[src/hw/rtl/tlsf_pkg.sv]
// Shared types, codes and blend tables for the two-layer sprite framebuffer.
`default_nettype none

package tlsf_pkg;

	localparam int LANES = 8;

	typedef enum logic [1:0] {
		OP_PIXEL  = 2'd0,
		OP_SPRITE = 2'd1,
		OP_READ   = 2'd2
	} op_t;

	localparam logic REG_WIDTH  = 1'b0;
	localparam logic REG_HEIGHT = 1'b1;

	typedef enum logic [2:0] {
		ST_CLEAR,
		ST_IDLE,
		ST_ROW,
		ST_DRAIN,
		ST_HOLD
	} state_t;

	localparam logic [1:0] BLEND_TAB [0:3][0:15] = '{
		'{2'd0, 2'd0, 2'd0, 2'd0, 2'd1, 2'd0, 2'd1, 2'd1,
		  2'd2, 2'd2, 2'd0, 2'd2, 2'd3, 2'd3, 2'd3, 2'd0},
		'{2'd0, 2'd1, 2'd2, 2'd3, 2'd0, 2'd1, 2'd2, 2'd3,
		  2'd0, 2'd1, 2'd2, 2'd3, 2'd0, 2'd1, 2'd2, 2'd3},
		'{2'd1, 2'd2, 2'd3, 2'd1, 2'd1, 2'd2, 2'd3, 2'd1,
		  2'd1, 2'd2, 2'd3, 2'd1, 2'd1, 2'd2, 2'd3, 2'd1},
		'{2'd2, 2'd3, 2'd1, 2'd2, 2'd2, 2'd3, 2'd1, 2'd2,
		  2'd2, 2'd3, 2'd1, 2'd2, 2'd2, 2'd3, 2'd1, 2'd2}
	};

	// bit i set: code-0 pixels are drawn for color i
	localparam logic [15:0] OPAQUE_MASK = 16'h7BDF;

	typedef struct packed {
		logic [1:0]  opcode;
		logic [15:0] pos_x;
		logic [15:0] pos_y;
		logic        to_foreground;
		logic [3:0]  blend_mode;
		logic        mirror_x;
		logic        mirror_y;
		logic [63:0] plane_low;
		logic [63:0] plane_high;
	} item_t;

	typedef struct packed {
		logic        sprite;
		logic        single;
		logic        mirror_x;
		logic        opaque;
		logic [3:0]  color;
		logic [15:0] px;
		logic        row_ok;
		logic [7:0]  lo_byte;
		logic [7:0]  hi_byte;
	} row_t;

	typedef struct packed {
		logic       en;
		logic       wr;
		logic       front;
		logic [1:0] val;
	} bank_ctl_t;

	typedef struct packed {
		logic       changed;
		logic [1:0] pix;
	} bank_res_t;

endpackage

`default_nettype wire

[src/hw/rtl/tlsf_lane.sv]
// One pixel lane: clip, decode and blend one sprite column, then form its layer index.
`default_nettype none

module tlsf_lane
	import tlsf_pkg::*;
#(
	parameter int LANE  = 0,
	parameter int IDX_W = 15
) (
	input  wire logic             clk,
	input  wire logic             arst_n,
	input  wire logic             load,
	input  wire row_t             row,
	input  wire logic [7:0]       width,
	input  wire logic [IDX_W-1:0] prod_s1,
	output logic                  en,
	output logic [1:0]            val,
	output logic [IDX_W-1:0]      idx
);

	logic [2:0]  off;
	logic [15:0] tx;
	logic [1:0]  code;
	logic        pix_en;
	logic [1:0]  pix_val;
	logic        en_s1;
	logic [1:0]  val_s1;
	logic [7:0]  tx_s1;

	always_comb begin
		off     = row.mirror_x ? 3'(7 - LANE) : 3'(LANE);
		tx      = row.px + {13'd0, off};
		code    = {row.hi_byte[7-LANE], row.lo_byte[7-LANE]};
		pix_en  = row.row_ok && (tx < {8'd0, width}) &&
			(row.sprite ? (row.opaque || code != 2'd0) : (row.single && (LANE == 0)));
		pix_val = row.sprite ? BLEND_TAB[code][row.color] : row.color[1:0];
	end

	always_ff @(posedge clk or negedge arst_n) begin
		if (!arst_n) begin
			en_s1 <= 1'b0;
		end else begin
			en_s1 <= load && pix_en;
		end
	end

	always_ff @(posedge clk) begin
		val_s1 <= pix_val;
		tx_s1  <= tx[7:0];
	end

	assign en  = en_s1;
	assign val = val_s1;
	assign idx = prod_s1 + IDX_W'(tx_s1);

endmodule

`default_nettype wire

[config.mk]
export PLATFORM = sky130hd
export DESIGN_NAME = tlsf_lane
export DESIGN_NICKNAME = d
export VERILOG_FILES = /design/src/hw/rtl/tlsf_pkg.sv /design/src/hw/rtl/tlsf_lane.sv
export SDC_FILE = /design/constraint.sdc
export NUM_CORES = 1
export LEC_CHECK = 0
export BUFFER_PORTS_ARGS = -buffer_cell sky130_fd_sc_hd__buf_4
export CORE_MARGIN = 1
export CORE_UTILIZATION = 45
export DETAILED_ROUTE_END_ITERATION = 16
export PLACE_DENSITY_LB_ADDON = 0.15
export SYNTH_ARGS = -nofsm -noshare
export SYNTH_HDL_FRONTEND = slang
export SYNTH_SLANG_ARGS = --single-unit
[constraint.sdc]
create_clock -name clk -period 3.3 [get_ports clk]
set_input_delay 0.165 -clock clk [delete_from_list [all_inputs] [get_ports clk]]
set_output_delay 0.165 -clock clk [all_outputs]
set_load 0.01 [all_outputs]
==> impl_metrics.csv <==
group,metric,value,unit
detailed_routing,wire_per_inst,10.75,um
clock_tree,cts_sinks,11,
clock_tree,hold_buffers,1,
placed_design,dp_hpwl,2.755,mm
detailed_routing,wl,3.139,mm
global_route,grt_max_degree,8,
global_route,grt_pass1_vias,1311,
die,fp.coreArea,3078,um2
detailed_routing,ant_nets,0,
power,report.power.total,0.6050,mW
clock_tree,cts_made_buffers,3,
clock_tree,post_cts_buffers,0,
hold_path,hp-class,"in -> reg",
synthesis,syn_area,1476,um2
critical_path,path_max_fanout,4,
clock_tree,root_buffer,"clkbuf_4",
clock_tree,ctsResizeCount,0,
sta,slew_headroom,76.18,%
sta,slew_violations,0,
power,leakage,1.036,nW
synthesis,ys_seq_area_share,15.25,%
die,rows,20,
detailed_routing,num_vias,1450,
die,fp.dieW,59.28,um
hold_path,hold_depth,2,
clock_tree,htree_num_levels,1,
detailed_routing,drtIter0Drc,44,
critical_path,cp-end-kind,"flop",
cells_and_area,num_antenna_cells,0,
global_route,antenna_found_initial,0,
cells_and_area,drive_gt1_share,33.87,%
synthesis,synth-edff-count,0,
cells_and_area,seq_area,225.2,um2
cells_and_area,nets,341,
synthesis,synthArstFlopShare,9.091,%
sta,fin_setup_tns,0,ps
synthesis,avgSynthCellArea,8.534,um2
power,power_density,289.0,nW/um2
synthesis,synthFlopType,"dfxtp_1",
die,chipHeight,59.28,um
sta,finalHoldViolations,0,
global_route,grt-ovfl-total,0,
detailed_routing,via_per_inst,4.966,
sta,fmax,411.1,MHz
synthesis,synth_nets,265,
placed_design,placed_area,2057,um2
critical_path,crit_type,"in -> reg",
clock_tree,clockBufferDepth,2,
synthesis,syn_inst,173,
cells_and_area,nFillCells,281,
die,dieArea,3514,um2
synthesis,ys_types,49,
die,io_pins,85,
detailed_routing,first_pass_iters,4,
status,status,"complete, no violations",
global_route,grt_pass1_wl,5.250,mm
sta,max_slew.worst_pin.slew,355.1,ps
critical_path,critPathLaunchType,"input port",
detailed_routing,drc_errors,0,
placed_design,place_congestion,0.8255,
placed_design,portBuffers,70,
sta,fin_crit,2433,ps
global_route,track_usage,19.84,%
clock_tree,cts_tree,"yes",
cells_and_area,multi_input_area,1161,um2
synthesis,synth_seq_cells,11,
run,drv_cap,0,
hold_path,min_from,"row[22]",
cells_and_area,fin_area,2093,um2
hold_path,whs_endpoint,"tx_s1[5]$_DFF_P_",
cells_and_area,syn_to_final_growth,41.78,%
clock_tree,clk_pin_slew_worst_paths,70,ps
sta,final.period_utilization,73.72,%
power,peakVddDrop,0.0001062,V
critical_path,arrival,2620,ps
die,initial_core_util,47.97,%
sta,finalSetupViolations,0,
sta,rsz0062_at_grt,"no",
critical_path,cp.required,3480,ps
synthesis,yosys_warnings,0,
-- layout by cell type, fill, tap and decap left out, drive strengths merged, types with 2 or more instances in the layout --
master / netlist / layout
inv: 24 / 24
o21a: 3 / 3
clkbuf: 0 / 4
o21bai: 2 / 2
nor3b: 2 / 2
o21ai: 9 / 9
nor2: 6 / 6
nand2: 10 / 10
dfxtp: 10 / 10
a211oi: 2 / 2
and2: 3 / 3
o2111ai: 3 / 3
o22ai: 2 / 2
a21oi: 11 / 11
nand2b: 2 / 2
mux2i: 2 / 2
xnor2: 15 / 15
nor2b: 3 / 3
and3: 2 / 2
nor3: 4 / 4
buf: 0 / 70
or2: 2 / 2
ha: 23 / 23
a31oi: 3 / 3
mux4: 2 / 2
nand3: 2 / 2
xor2: 4 / 4
a21o: 2 / 2
fa: 2 / 2
o31ai: 2 / 2
-- synth_stat cells, types with 2 or more instances --
cell type,number,area share [%]
and3_1,2,0.85
o2111ai_1,3,1.8
nor2_1,6,1.5
nand2_1,10,2.5
o21bai_1,2,1.0
ha_1,23,19
nand2b_1,2,0.85
or2_2,2,0.85
xnor2_1,15,8.9
and2_1,3,1.3
nor3_1,4,1.4
nand3_1,2,0.68
fa_1,2,2.7
o21a_1,3,1.5
a31oi_1,3,1.3
a211oi_1,2,1.0
dfxtp_1,10,14
mux2i_1,2,1.4
xor2_1,4,2.4
o21ai_0,9,3.1
nor3b_1,2,1.0
a21oi_1,10,3.4
inv_1,24,6.1
a21o_1,2,1.0
nor2b_1,2,0.85
-- registers in the layout, indices dropped and copies added (netlist names) --
signal,flops
val,2
tx_s1,8
en,1
-- area by class of cell --
cell class | instances | share of cell area [%]
timing repair buffer | 71 | 25.58
sequential | 11 | 10.76
tap | 44 | 2.630
inverter | 24 | 4.304
clock buffer | 4 | 1.255
multi-input combinational | 138 | 55.47
-- through the flow --
stage	hold slack (ps)	utilization (%)	cells	worst slack (ps)
global route	115.2	68.01	292	605.9
detailed placement	-58.47	66.83	287	573.6
global placement	-59.41	66.83	287	588.1
CTS	113.6	68.01	292	852.5
floorplan	-130.6	-	173	920.8
finish	116.1	68.01	292	867.2
-- worst max-delay path by stage --
stage | start | endpoint | slack [ps]
2_1_floorplan | row[17] | en$_DFF_PN0_ | 920
3_3_place_gp | row[38] | en$_DFF_PN0_ | 590
3_5_place_dp | row[38] | en$_DFF_PN0_ | 570
4_1_cts | row[38] | en$_DFF_PN0_ | 850
5_1_grt | tx_s1[0]$_DFF_P_ | idx[12] | 610
6_report | row[38] | en$_DFF_PN0_ | 870
-- critical path, stage by stage --
cell and delay [ps]:
buf_4 100, ha_1 170, inv_1 60, fa_1 430
nor2b_4 130, or2_2 140, nand4_1 120, xnor2_1 220
ha_1 270, nand2_1 90, o22ai_2 100, a2111oi_4 200
o311ai_1 160, nor4_2 270
-- layer usage --
metal	vias to the layer above	track usage, %	share of wire [%]
li1	777	-	-
met1	635	24.30	45
met2	33	34.19	49
met3	5	1.310	3.0
met4	0	11.22	2.4
met5	-	0	0
-- power by group --
| part | leakage, nW | switching (mW) | internal, mW |
|---|---|---|---|
| Combinational | 0.923 | 0.167 | 0.191 |
| Clock | 0.0150 | 0.0481 | 0.0470 |
| Sequential | 0.0984 | 0.00429 | 0.148 |
-- cells by family after synthesis --
kind of cell	count (synthesis)	share of synthesized area (%)
xor gates and xnor gates	19	11.27
adders and majority gates	25	22.20
and+or+nand+nor	40	15.25
buffers and inverters	24	6.102
DFF	11	15.25
AOI/OAI and AO/OA	49	24.49
muxes	5	5.424
No activity file was read; power rests on OpenSTA's default activity.
